--- src/sv/swmf_pkg.sv ---
`timescale 1ns / 1ps
package swmf_pkg;
    localparam int WindowMax = 16;
    localparam int AddrW     = $clog2(WindowMax);
    localparam int CntW      = $clog2(WindowMax + 1);
    localparam int SampleW   = 16;
    localparam int CfgW      = 5;
    localparam logic [CfgW-1:0] SizeReset = CfgW'(5);

    typedef logic signed [SampleW-1:0] t_sample;
    typedef logic [AddrW-1:0]          t_addr;
    typedef logic [CntW-1:0]           t_cnt;

    // Clamp the configured size to 1 .. WindowMax
    function automatic t_cnt eff_size(input logic [CfgW-1:0] sz);
        t_cnt n;
        n = t_cnt'(WindowMax);
        if (sz == '0) begin
            n = t_cnt'(1);
        end else if (32'(sz) < WindowMax) begin
            n = t_cnt'(sz);
        end
        return n;
    endfunction
endpackage

--- src/sv/sliding_window_median_filter.sv ---
`timescale 1ns / 1ps
// Each accepted sample starts a pass that reads the window store, one entry per cycle,
// into the insertion sorter, then loads the median into the output register.
// No new sample is taken until the previous median has entered the output register;
// a median waiting in the output register stalls the block only once the next median
// is ready to take its place. After reset a clearing pass zeroes all 16 entries of
// the window store; no sample is taken until it ends. Size resets to 5.
module sliding_window_median_filter (
    input  logic        i_clk,
    input  logic        i_rst_n,
    input  logic        i_cfg_valid,
    output logic        o_cfg_ready,
    input  logic [4:0]  i_window_size,
    input  logic        i_valid,
    output logic        o_ready,
    input  logic signed [15:0] i_sample,
    output logic        o_valid,
    input  logic        i_ready,
    output logic signed [15:0] o_median
);
    typedef enum logic [4:0] {
        S_CLEAR = 5'b00001,
        S_IDLE  = 5'b00010,
        S_READ  = 5'b00100,
        S_LAST  = 5'b01000,
        S_OUT   = 5'b10000
    } t_state;

    t_state                 r_state;
    logic [swmf_pkg::CfgW-1:0] r_size;
    swmf_pkg::t_addr        r_wp;
    swmf_pkg::t_cnt         r_cnt;
    swmf_pkg::t_cnt         n_eff;
    logic                   r_ovalid;
    swmf_pkg::t_sample      r_med;
    logic                   we;
    swmf_pkg::t_addr        waddr;
    swmf_pkg::t_sample      wdata;
    swmf_pkg::t_sample      rdata;
    swmf_pkg::t_sample      median;
    logic                   push;
    swmf_pkg::t_addr        wsel;
    logic                   emit;

    assign n_eff = swmf_pkg::eff_size(r_size);
    assign wsel  = (swmf_pkg::t_cnt'(r_wp) >= n_eff) ? '0 : r_wp;

    assign o_cfg_ready = 1'b1;
    assign o_ready = (r_state == S_IDLE);
    assign o_valid  = r_ovalid;
    assign o_median = r_med;

    // Load the output register once it is empty or being taken
    assign emit = (r_state == S_OUT) && (!r_ovalid || i_ready);

    // Memory write: clearing pass or new sample
    always_comb begin
        we    = 1'b0;
        waddr = wsel;
        wdata = i_sample;
        if (r_state == S_CLEAR) begin
            we    = 1'b1;
            waddr = swmf_pkg::t_addr'(r_cnt);
            wdata = '0;
        end else if (i_valid && o_ready) begin
            we = 1'b1;
        end
    end

    swmf_ram #(.Depth(swmf_pkg::WindowMax), .Width(swmf_pkg::SampleW)) u_ram (
        .i_clk   (i_clk),
        .i_we    (we),
        .i_waddr (waddr),
        .i_wdata (wdata),
        .i_raddr (swmf_pkg::t_addr'(r_cnt)),
        .o_rdata (rdata)
    );

    assign push = (r_state == S_READ && r_cnt != '0) || r_state == S_LAST;

    swmf_sorter u_sort (
        .i_clk    (i_clk),
        .i_clear  (r_state == S_IDLE),
        .i_push   (push),
        .i_value  (rdata),
        .i_size   (n_eff),
        .o_median (median)
    );

    // Sequencer: clear, wait, stream window through sorter, emit
    always_ff @(posedge i_clk) begin
        if (!i_rst_n) begin
            r_state  <= S_CLEAR;
            r_cnt    <= '0;
            r_wp     <= '0;
            r_size   <= swmf_pkg::SizeReset;
            r_ovalid <= 1'b0;
        end else begin
            if (i_cfg_valid) begin
                r_size <= i_window_size;
            end
            if (emit) begin
                r_ovalid <= 1'b1;
            end else if (r_ovalid && i_ready) begin
                r_ovalid <= 1'b0;
            end
            unique case (r_state)
                S_CLEAR: begin
                    if (r_cnt == swmf_pkg::t_cnt'(swmf_pkg::WindowMax - 1)) begin
                        r_cnt   <= '0;
                        r_state <= S_IDLE;
                    end else begin
                        r_cnt <= r_cnt + 1'b1;
                    end
                end
                S_IDLE: begin
                    if (i_valid && o_ready) begin
                        r_wp    <= (swmf_pkg::t_cnt'(wsel) + 1'b1 >= n_eff)
                                   ? '0 : wsel + 1'b1;
                        r_cnt   <= '0;
                        r_state <= S_READ;
                    end
                end
                S_READ: begin
                    r_cnt <= r_cnt + 1'b1;
                    if (r_cnt + 1'b1 == n_eff) begin
                        r_state <= S_LAST;
                    end
                end
                S_LAST: begin
                    r_state <= S_OUT;
                end
                S_OUT: begin
                    // Hold the sorted row until the output register is free
                    if (emit) begin
                        r_med   <= median;
                        r_cnt   <= '0;
                        r_state <= S_IDLE;
                    end
                end
                default: r_state <= S_IDLE;
            endcase
        end
    end
endmodule

--- src/sv/swmf_ram.sv ---
`timescale 1ns / 1ps
module swmf_ram #(
    parameter int Depth = 16,
    parameter int Width = 16
) (
    input  logic                     i_clk,
    input  logic                     i_we,
    input  logic [$clog2(Depth)-1:0] i_waddr,
    input  logic [Width-1:0]         i_wdata,
    input  logic [$clog2(Depth)-1:0] i_raddr,
    output logic [Width-1:0]         o_rdata
);
    logic [Width-1:0] r_mem [Depth];
    logic [Width-1:0] r_rdata;

    // Write port and registered read port
    always_ff @(posedge i_clk) begin
        if (i_we) begin
            r_mem[i_waddr] <= i_wdata;
        end
        r_rdata <= r_mem[i_raddr];
    end

    assign o_rdata = r_rdata;
endmodule

--- src/sv/swmf_sorter.sv ---
`timescale 1ns / 1ps
// Insertion sorter: one value in per cycle while i_push is high into a sorted register row
module swmf_sorter (
    input  logic                    i_clk,
    input  logic                    i_clear,
    input  logic                    i_push,
    input  swmf_pkg::t_sample       i_value,
    input  swmf_pkg::t_cnt          i_size,
    output swmf_pkg::t_sample       o_median
);
    swmf_pkg::t_sample r_row [swmf_pkg::WindowMax];
    swmf_pkg::t_sample n_row [swmf_pkg::WindowMax];
    swmf_pkg::t_cnt    r_fill;
    swmf_pkg::t_addr   lo_idx;
    swmf_pkg::t_addr   hi_idx;
    logic signed [swmf_pkg::SampleW:0] sum;

    // Shift larger entries up and drop the new value in place
    always_comb begin
        for (int k = 0; k < swmf_pkg::WindowMax; k++) begin
            n_row[k] = r_row[k];
            if (32'(r_fill) > k) begin
                if (k > 0 && r_row[k-1] > i_value) begin
                    n_row[k] = r_row[k-1];
                end else if (r_row[k] > i_value) begin
                    n_row[k] = i_value;
                end
            end else if (32'(r_fill) == k) begin
                if (k > 0 && r_row[k-1] > i_value) begin
                    n_row[k] = r_row[k-1];
                end else begin
                    n_row[k] = i_value;
                end
            end
        end
    end

    always_ff @(posedge i_clk) begin
        if (i_clear) begin
            r_fill <= '0;
        end else if (i_push) begin
            r_fill <= r_fill + 1'b1;
            r_row  <= n_row;
        end
    end

    // Pick middle entries; even size averages with floor
    always_comb begin
        hi_idx = swmf_pkg::t_addr'(i_size >> 1);
        lo_idx = i_size[0] ? hi_idx : hi_idx - 1'b1;
        sum    = {r_row[lo_idx][swmf_pkg::SampleW-1], r_row[lo_idx]}
               + {r_row[hi_idx][swmf_pkg::SampleW-1], r_row[hi_idx]};
        o_median = swmf_pkg::t_sample'(sum >>> 1);
    end
endmodule
--- config.mk ---
export PLATFORM = sky130hd
export DESIGN_NAME = sliding_window_median_filter
export DESIGN_NICKNAME = d
export VERILOG_FILES = /design/src/sv/swmf_pkg.sv /design/src/sv/sliding_window_median_filter.sv /design/src/sv/swmf_ram.sv /design/src/sv/swmf_sorter.sv
export SDC_FILE = /design/constraint.sdc
export NUM_CORES = 1
export LEC_CHECK = 0
export BUFFER_PORTS_ARGS = -buffer_cell sky130_fd_sc_hd__buf_2
export CAP_MARGIN = 20
export CORE_MARGIN = 4
export CORE_UTILIZATION = 57
export CTS_CLUSTER_DIAMETER = 40
export DETAILED_ROUTE_END_ITERATION = 6
export PLACE_DENSITY = 0.86
export SYNTH_ARGS = -nofsm -noshare
export SYNTH_HDL_FRONTEND = slang
export SYNTH_SLANG_ARGS = --single-unit
export TNS_END_PERCENT = 30
--- constraint.sdc ---
create_clock -name i_clk -period 4.7 [get_ports i_clk]
set_input_delay 0.235 -clock i_clk [delete_from_list [all_inputs] [get_ports i_clk]]
set_output_delay 0.235 -clock i_clk [all_outputs]
set_load 0.01 [all_outputs]
==> results of run 1 <==
[worst max-delay path: cells and delay by family, from the launching register on]
family	cells	cell delay, ns
buffers and inverters	1	0.32
xor gates and xnor gates	1	0.11
and+or+nand+nor	4	0.64
AOI/OAI and AO/OA	10	2.31
DFF	1	0.32
adders and majority gates	1	0.50
[power groups by stage]
stage / Clock [mW] / Sequential [mW] / Combinational, mW
finish: 4.65 / 5.77 / 5.98
detailed placement: 0 / 5.82 / 5.74
floorplan: 0 / 5.52 / 4.26
global placement: 0 / 5.77 / 5.43
global route: 4.88 / 5.80 / 6.45
CTS: 4.70 / 5.75 / 5.87
[sequential cells by signal, summed over array words and instances (netlist names)]
| signal | flops |
|---|---|
| u_ram.r_mem | 256 |
| u_sort.r_row | 144 |
| o_median | 16 |
| u_ram.o_rdata | 16 |
| r_cnt | 5 |
| r_size | 5 |
| r_state | 5 |
| u_sort.r_fill | 5 |
| r_wp | 4 |
| o_valid | 1 |
[per-stage QoR]
step / worst slack (ns) / hold WS, ns / total power, mW
2_1_floorplan: 0.1075 / 0.2969 / 9.781
3_5_place_dp: 0.07828 / 0.5204 / 11.55
3_3_place_gp: 0.2914 / 0.4954 / 11.20
6_report: 0.2013 / 0.02415 / 16.40
5_1_grt: 0.01332 / 0.02325 / 17.13
4_1_cts: 0.06808 / 0.008771 / 16.31
[final timing paths]
path	start	endpoint	slack (ns)	cells past startpoint
worst max register to register	r_size[2]	o_median[13]	0.20	17
worst min-delay path	i_window_size[3]	r_size[3]	0.02	3
worst max-delay path	r_size[2]	o_median[13]	0.20	17
worst min register to register	o_valid	o_valid	0.53	2
[synthesized netlist by cell type, types with 28 or more instances]
cell type | number | area, µm²
mux4_2 | 108 | 2432
inv_1 | 48 | 180.2
mux2i_1 | 30 | 300.3
a21o_1 | 28 | 210.2
mux2_2 | 82 | 923.4
nand2_1 | 231 | 867.1
dfxtp_1 | 41 | 820.8
o21a_1 | 37 | 277.8
nand4_1 | 30 | 187.7
o21ai_0 | 113 | 565.5
clkbuf_1 | 78 | 292.8
edfxtp_1 | 416 | 12490
a21oi_1 | 55 | 275.3
nand3_1 | 92 | 460.4
ha_1 | 178 | 2227
nor2_1 | 75 | 281.5
[what timing repair did]
action                     4_1_cts  5_1_grt
pin swaps                        0        0
gates resized for setup          1        6
hold buffers                     6        0
hold endpoints to repair         6        0
setup endpoints to repair        1        9
[routing by layer]
metal	vias to the layer above	routed length [µm]	track usage
met5	-	0	0
met2	1063	34520	0.5074
met3	235	6097	0.04294
met4	0	3584	0.1364
met1	8340	24470	0.3638
li1	7355	-	-
[cell families (layout without fill, tap and decap cells)]
group	count (synthesis)	after routing	synth area share
and+or+nand+nor	550	550	0.1059
other	1	1	0.0001532
DFF	457	457	0.5437
muxes	220	220	0.1493
AOI/OAI and AO/OA	300	300	0.07681
buffers and inverters	155	272	0.02519
adders and majority gates	179	179	0.09178
xor gates and xnor gates	20	20	0.007154
[area by class of cell]
| type | instances | area [µm²] |
|---|---|---|
| Fill cell | 2892 | 14560 |
| Sequential cell | 457 | 13320 |
| Multi-Input combinational cell | 1270 | 10660 |
| Clock buffer | 66 | 1524 |
| Timing Repair Buffer | 112 | 764.5 |
| Tap cell | 539 | 674.4 |
| Clock inverter | 41 | 518.0 |
| Inverter | 53 | 198.9 |
==> impl_metrics.env, run 1 <==
export IMPL_die_height_um=215.3
export IMPL_utilization=0.6551
export IMPL_hp_class="input pin to flop"
export IMPL_avgRoutedWirePerCell_um=27.06
export IMPL_combPwrFrac=0.364
export IMPL_grt_pass1_vias=17413
export IMPL_h_tree_depth=2
export IMPL_drt_iter0_markers=2130
export IMPL_ys_types=70
export IMPL_via_count=16993
export IMPL_wirelength_um=68670
export IMPL_cts_setup_buffers=0
export IMPL_rsz0062_at_grt="no"
export IMPL_area_growth_pct=12.98
export IMPL_port_buffers=43
export IMPL_skew_ns=0.05877
export IMPL_place_gp_congestion=0.9857
export IMPL_cp_max_fo=21
export IMPL_ir_worst_vdd_mv=0.5733
export IMPL_grt_usage=0.2924
export IMPL_synth_seq_cells=457
export IMPL_die_area_mm2=0.04633
export IMPL_ioPinCount=45
export IMPL_core_mm2=0.04223
export IMPL_syn_num_nets=2087
export IMPL_synth_cell_area_mm2=0.02448
export IMPL_p_clk_frac=0.284
export IMPL_crit_slowest_cell="fa_1"
export IMPL_path_clk_slew_ns=0.06
export IMPL_antennaDiodeCount=0
export IMPL_p_per_area_mw_per_mm2=593.0
export IMPL_hold_viol=0
export IMPL_ys_async_sr_fraction=0
export IMPL_cp_start_kind="flop"
export IMPL_setup_viol_count_final=0
export IMPL_crit_arrival_ns=4.85
export IMPL_post_dp_cell_area_mm2=0.02553
export IMPL_switching_share=0.3537
export IMPL_final_cells=2538
export IMPL_path_cells="buf_4 -> nor2_1 -> nor3_1 -> a211o_1 -> nand3_1 -> nand3_1 -> o21ai_0 -> fa_1 -> a21o_1 -> a21oi_1 -> o21bai_1 -> a21oi_2 -> o21bai_1 -> a21oi_2 -> o21ai_0 -> o41ai_2 -> xnor2_1"
export IMPL_relSlewSlack=0.2361
export IMPL_p_seq_frac=0.352
export IMPL_root_buffer="clkbuf_16"
export IMPL_p_leak_nw=10.33
export IMPL_finalCriticalPeriod_ns=4.499
export IMPL_viasPerCell=6.695
export IMPL_clkLatencyLatePin_ns=0.65
export IMPL_cts_sink_count=457
export IMPL_critPathCaptureType="flop"
export IMPL_synth_edf_count=416
export IMPL_drc_errors=0
export IMPL_grt_start_max_net_pins=66
export IMPL_p_int_mw=10.60
export IMPL_final_area_mm2=0.02766
export IMPL_yosysSeqAreaShare=0.5437
export IMPL_clock_path_buffers=3
export IMPL_place_hpwl_um=45540
export IMPL_cts_tree="yes"
export IMPL_status="finished clean"
export IMPL_critPathMaxStageDelay_ns=0.50
export IMPL_path_class="flop to flop"
export IMPL_fin_crit_sh=0.9572
export IMPL_syn_area_per_cell_um2=13.01
export IMPL_layout_drive_gt1_share=0.2161
export IMPL_start_util=0.5798
export IMPL_dr_pass1_iters=6
export IMPL_antenna_found_initial=0
export IMPL_final_max_slew_viol_count=0
export IMPL_ys_flop_type="edfxtp_1"
export IMPL_tns_ns=0
export IMPL_numCtsBuffers=60
export IMPL_die_w_um=215.3
export IMPL_worst_pin_slew_ns=1.146
export IMPL_layout_common_cells="edfxtp_1, nand2_1, ha_1, o21ai_0, mux4_2"
export IMPL_yosys_warnings=0
export IMPL_synthCells=1882
export IMPL_fmax_mhz=222.3
export IMPL_nets=2159
export IMPL_placed_cells=2425
export IMPL_switchingPower_mw=5.802
export IMPL_cap_violations=0
export IMPL_crit_required_ns=5.05
export IMPL_gr_total_overflow=0
export IMPL_grt_pass1_wl_um=103600
export IMPL_row_count=75
export IMPL_ant_nets=0
export IMPL_mostFrequentLayoutCell="edfxtp_1"
Power figures use the tool's default switching activity.
==> run 2, diff against run 1 <==
--- a/config.mk
+++ b/config.mk
@@ -5,6 +5,7 @@
 export SDC_FILE = /design/constraint.sdc
 export NUM_CORES = 1
 export LEC_CHECK = 0
+export ABC_AREA = 1
 export BUFFER_PORTS_ARGS = -buffer_cell sky130_fd_sc_hd__buf_2
 export CAP_MARGIN = 20
 export CORE_MARGIN = 4
==> run 2 against run 1 <==
Against the previous run:
- sequential share of layout area is essentially flat
- synthesized cell count grew 38%
- critical path depth grew 6
- final cell count increased by 28%
- die area up 1.7%
- wire length increased by 3.9%
- maximum frequency increased by 2.4%
==> impl_metrics.env, run 2 <==
export IMPL_drt_iter0_markers=2687
export IMPL_fillers=3257
export IMPL_crit_required_ns=5.06
export IMPL_fin_crit_sh=0.9349
export IMPL_antennaDiodeCount=0
export IMPL_place_hpwl_um=48680
export IMPL_cp_start_kind="flop"
export IMPL_cap_violations=0
export IMPL_grt_pass1_wl_um=110400
export IMPL_regMostFlops="u_ram.r_mem"
export IMPL_status="finished clean"
export IMPL_finalCriticalPeriod_ns=4.394
export IMPL_setup_ws_ns=0.3060
export IMPL_start_util=0.5772
export IMPL_critPathCaptureType="flop"
export IMPL_nets=2823
export IMPL_worst_pin_slew_ns=1.129
export IMPL_cts_sink_count=457
export IMPL_cts_tree="yes"
export IMPL_mostFrequentLayoutCell="edfxtp_1"
export IMPL_p_seq_frac=0.354
export IMPL_largest_register_ffs=256
export IMPL_drc_errors=0
export IMPL_core_mm2=0.04317
export IMPL_ctsResizeCount=0
export IMPL_numCtsBuffers=53
export IMPL_design_power_total_mw=15.73
export IMPL_yosys_warnings=0
export IMPL_relSlewSlack=0.2448
export IMPL_ys_types=61
export IMPL_ys_async_sr_fraction=0
export IMPL_p_clk_frac=0.262
export IMPL_p_leak_nw=10.79
export IMPL_ant_nets=0
export IMPL_wirelength_um=71330
export IMPL_rsz0062_at_grt="no"
export IMPL_switchingPower_mw=6.268
export IMPL_syn_area_per_cell_um2=9.613
export IMPL_path_clk_slew_ns=0.06
export IMPL_layout_common_cells="edfxtp_1, o21ai_0, nand2_1, nor2_1, a21oi_1"
export IMPL_die_height_um=217.1
export IMPL_clkLatencyLatePin_ns=0.61
export IMPL_h_tree_depth=2
export IMPL_p_int_mw=9.460
export IMPL_synth_edf_count=416
export IMPL_cp_max_fo=37
export IMPL_synthCells=2592
export IMPL_crit_arrival_ns=4.76
export IMPL_combPwrFrac=0.384
export IMPL_syn_num_nets=2797
export IMPL_synth_top_cell_area_share=0.5014
export IMPL_port_buffers=43
export IMPL_hold_viol=0
export IMPL_area_growth_pct=11.01
export IMPL_ys_flop_type="edfxtp_1"
export IMPL_die_w_um=217.1
export IMPL_ioPinCount=45
export IMPL_avgRoutedWirePerCell_um=21.98
export IMPL_yosys_area_top_type="edfxtp_1"
export IMPL_post_dp_cell_area_mm2=0.02578
export IMPL_root_buffer="clkbuf_16"
export IMPL_switching_share=0.3985
export IMPL_grt_pass1_vias=19955
export IMPL_path_class="flop to flop"
export IMPL_synth_cell_area_mm2=0.02492
export IMPL_yosysSeqAreaShare=0.5343
export IMPL_layout_drive_gt1_share=0.09474
export IMPL_grt_usage=0.2979
export IMPL_via_count=20362
export IMPL_synth_common_cells="edfxtp_1, o21ai_0, nand2_1"
export IMPL_final_max_slew_viol_count=0
export IMPL_p_per_area_mw_per_mm2=568.6
export IMPL_hp_class="input pin to flop"
export IMPL_viasPerCell=6.275
export IMPL_placed_cells=3134
export IMPL_tns_ns=0
export IMPL_top_regs="u_ram.r_mem x256, u_sort.r_row x144"
export IMPL_final_cells=3245
export IMPL_ir_worst_vdd_mv=0.5408
export IMPL_place_ws_ns=0.4395
export IMPL_clock_path_buffers=3
export IMPL_place_gp_congestion=1.029
export IMPL_fmax_mhz=227.6
export IMPL_row_count=76
export IMPL_yosysMostFrequentCell="edfxtp_1"
export IMPL_synth_seq_cells=457
export IMPL_yosys_top_cells_area="edfxtp_1, ha_1, o21ai_0"
export IMPL_antenna_found_initial=0
export IMPL_dr_pass1_iters=6
export IMPL_final_area_mm2=0.02766
export IMPL_gr_total_overflow=0
export IMPL_skew_ns=0.01500
export IMPL_grt_start_max_net_pins=109
export IMPL_setup_viol_count_final=0
export IMPL_die_area_mm2=0.04712
==> run 2: changes by cell type after synthesis, sizes merged, moves of 82 or more <==
cell / before / now
mux2: 82 / 0
o21ai: 114 / 389
mux4: 108 / 0
nand2: 231 / 375
inv: 50 / 212
a21oi: 56 / 211
nor2: 75 / 267
==> run 2: power groups by stage <==
stage                     clock [mW]  sequential, mW  combinational, mW
after floorplan                    0            5.46               4.12
after global placement             0            5.60               5.48
after CTS                       4.15            5.54               5.89
after detailed placement           0            5.62               5.81
after global routing            4.33            5.58               6.68
final                           4.13            5.56               6.04
==> run 2: stage by stage <==
step / hold slack, ns / util
finish: 0.04850 / 0.6407
global route: 0.06241 / 0.6407
CTS: 0.009995 / 0.6403
detailed placement: 0.4827 / 0.5971
global placement: 0.4796 / 0.5971
floorplan: 0.3112 / -
==> run 2: final cells by class <==
type / count / area, µm² / share of cell area
clock buffers: 62 / 1360 / 0.04917
clock inverters: 35 / 385.4 / 0.01393
inverters: 218 / 829.5 / 0.02999
multi-input cells: 1772 / 10230 / 0.3698
flip-flops and latches: 457 / 13320 / 0.4815
well taps: 585 / 732.0 / 0.02646
repair buffers: 116 / 805.8 / 0.02913
==> run 2: timing repair <==
item                      CTS  global route
buffers inserted            0             0
hold endpoints to repair    9             0
hold buffers               12             0
==> run 2: kinds of logic (layout without fill, tap and decap cells) <==
family | Yosys count | after routing | synth area share
simple gates | 802 | 802 | 0.1359
compound gates | 771 | 771 | 0.1751
flops | 457 | 457 | 0.5343
xor+xnor | 19 | 19 | 0.006679
buf+inv | 363 | 431 | 0.05770
fa+ha+maj | 179 | 179 | 0.09019
other cells | 1 | 1 | 0.0001505
==> run 2: worst paths after layout <==
kind,start,endpoint,slack [ns],depth (start not counted)
worst max-delay path,r_size[4],o_median[13],0.31,23
worst min-delay path,i_cfg_valid,r_size[4],0.05,3
worst max register to register,r_size[4],o_median[13],0.31,23
worst min register to register,r_wp[0],r_wp[0],0.50,2
==> run 2: worst max-delay path, stage by stage (launching register included) <==
cell and delay, ns:
dfxtp_1 0.36, inv_8 0.23, nand2_4 0.21, ha_1 0.33, inv_1 0.05, nand3_2 0.07
nand2_2 0.06, inv_2 0.41, nand3_1 0.17, nand3_2 0.10, nand2_2 0.06, and2_1 0.15
fa_1 0.40, nand3_1 0.10, nand2_1 0.09, a21o_1 0.17, a21oi_1 0.25, o21ai_1 0.23
a21boi_1 0.27, o21ai_1 0.13, nand2_1 0.11, nand2_1 0.05, nand2_1 0.06, nand2_1 0.05
==> run 2: routing by layer <==
layer,part of all wire,GRT usage,vias up,wire [µm]
met5,0,0,-,0
met4,0.051,0.1431,0,3665
met3,0.099,0.04664,241,7054
met2,0.47,0.4929,1258,33620
met1,0.38,0.3871,9528,26990
li1,-,-,9335,-
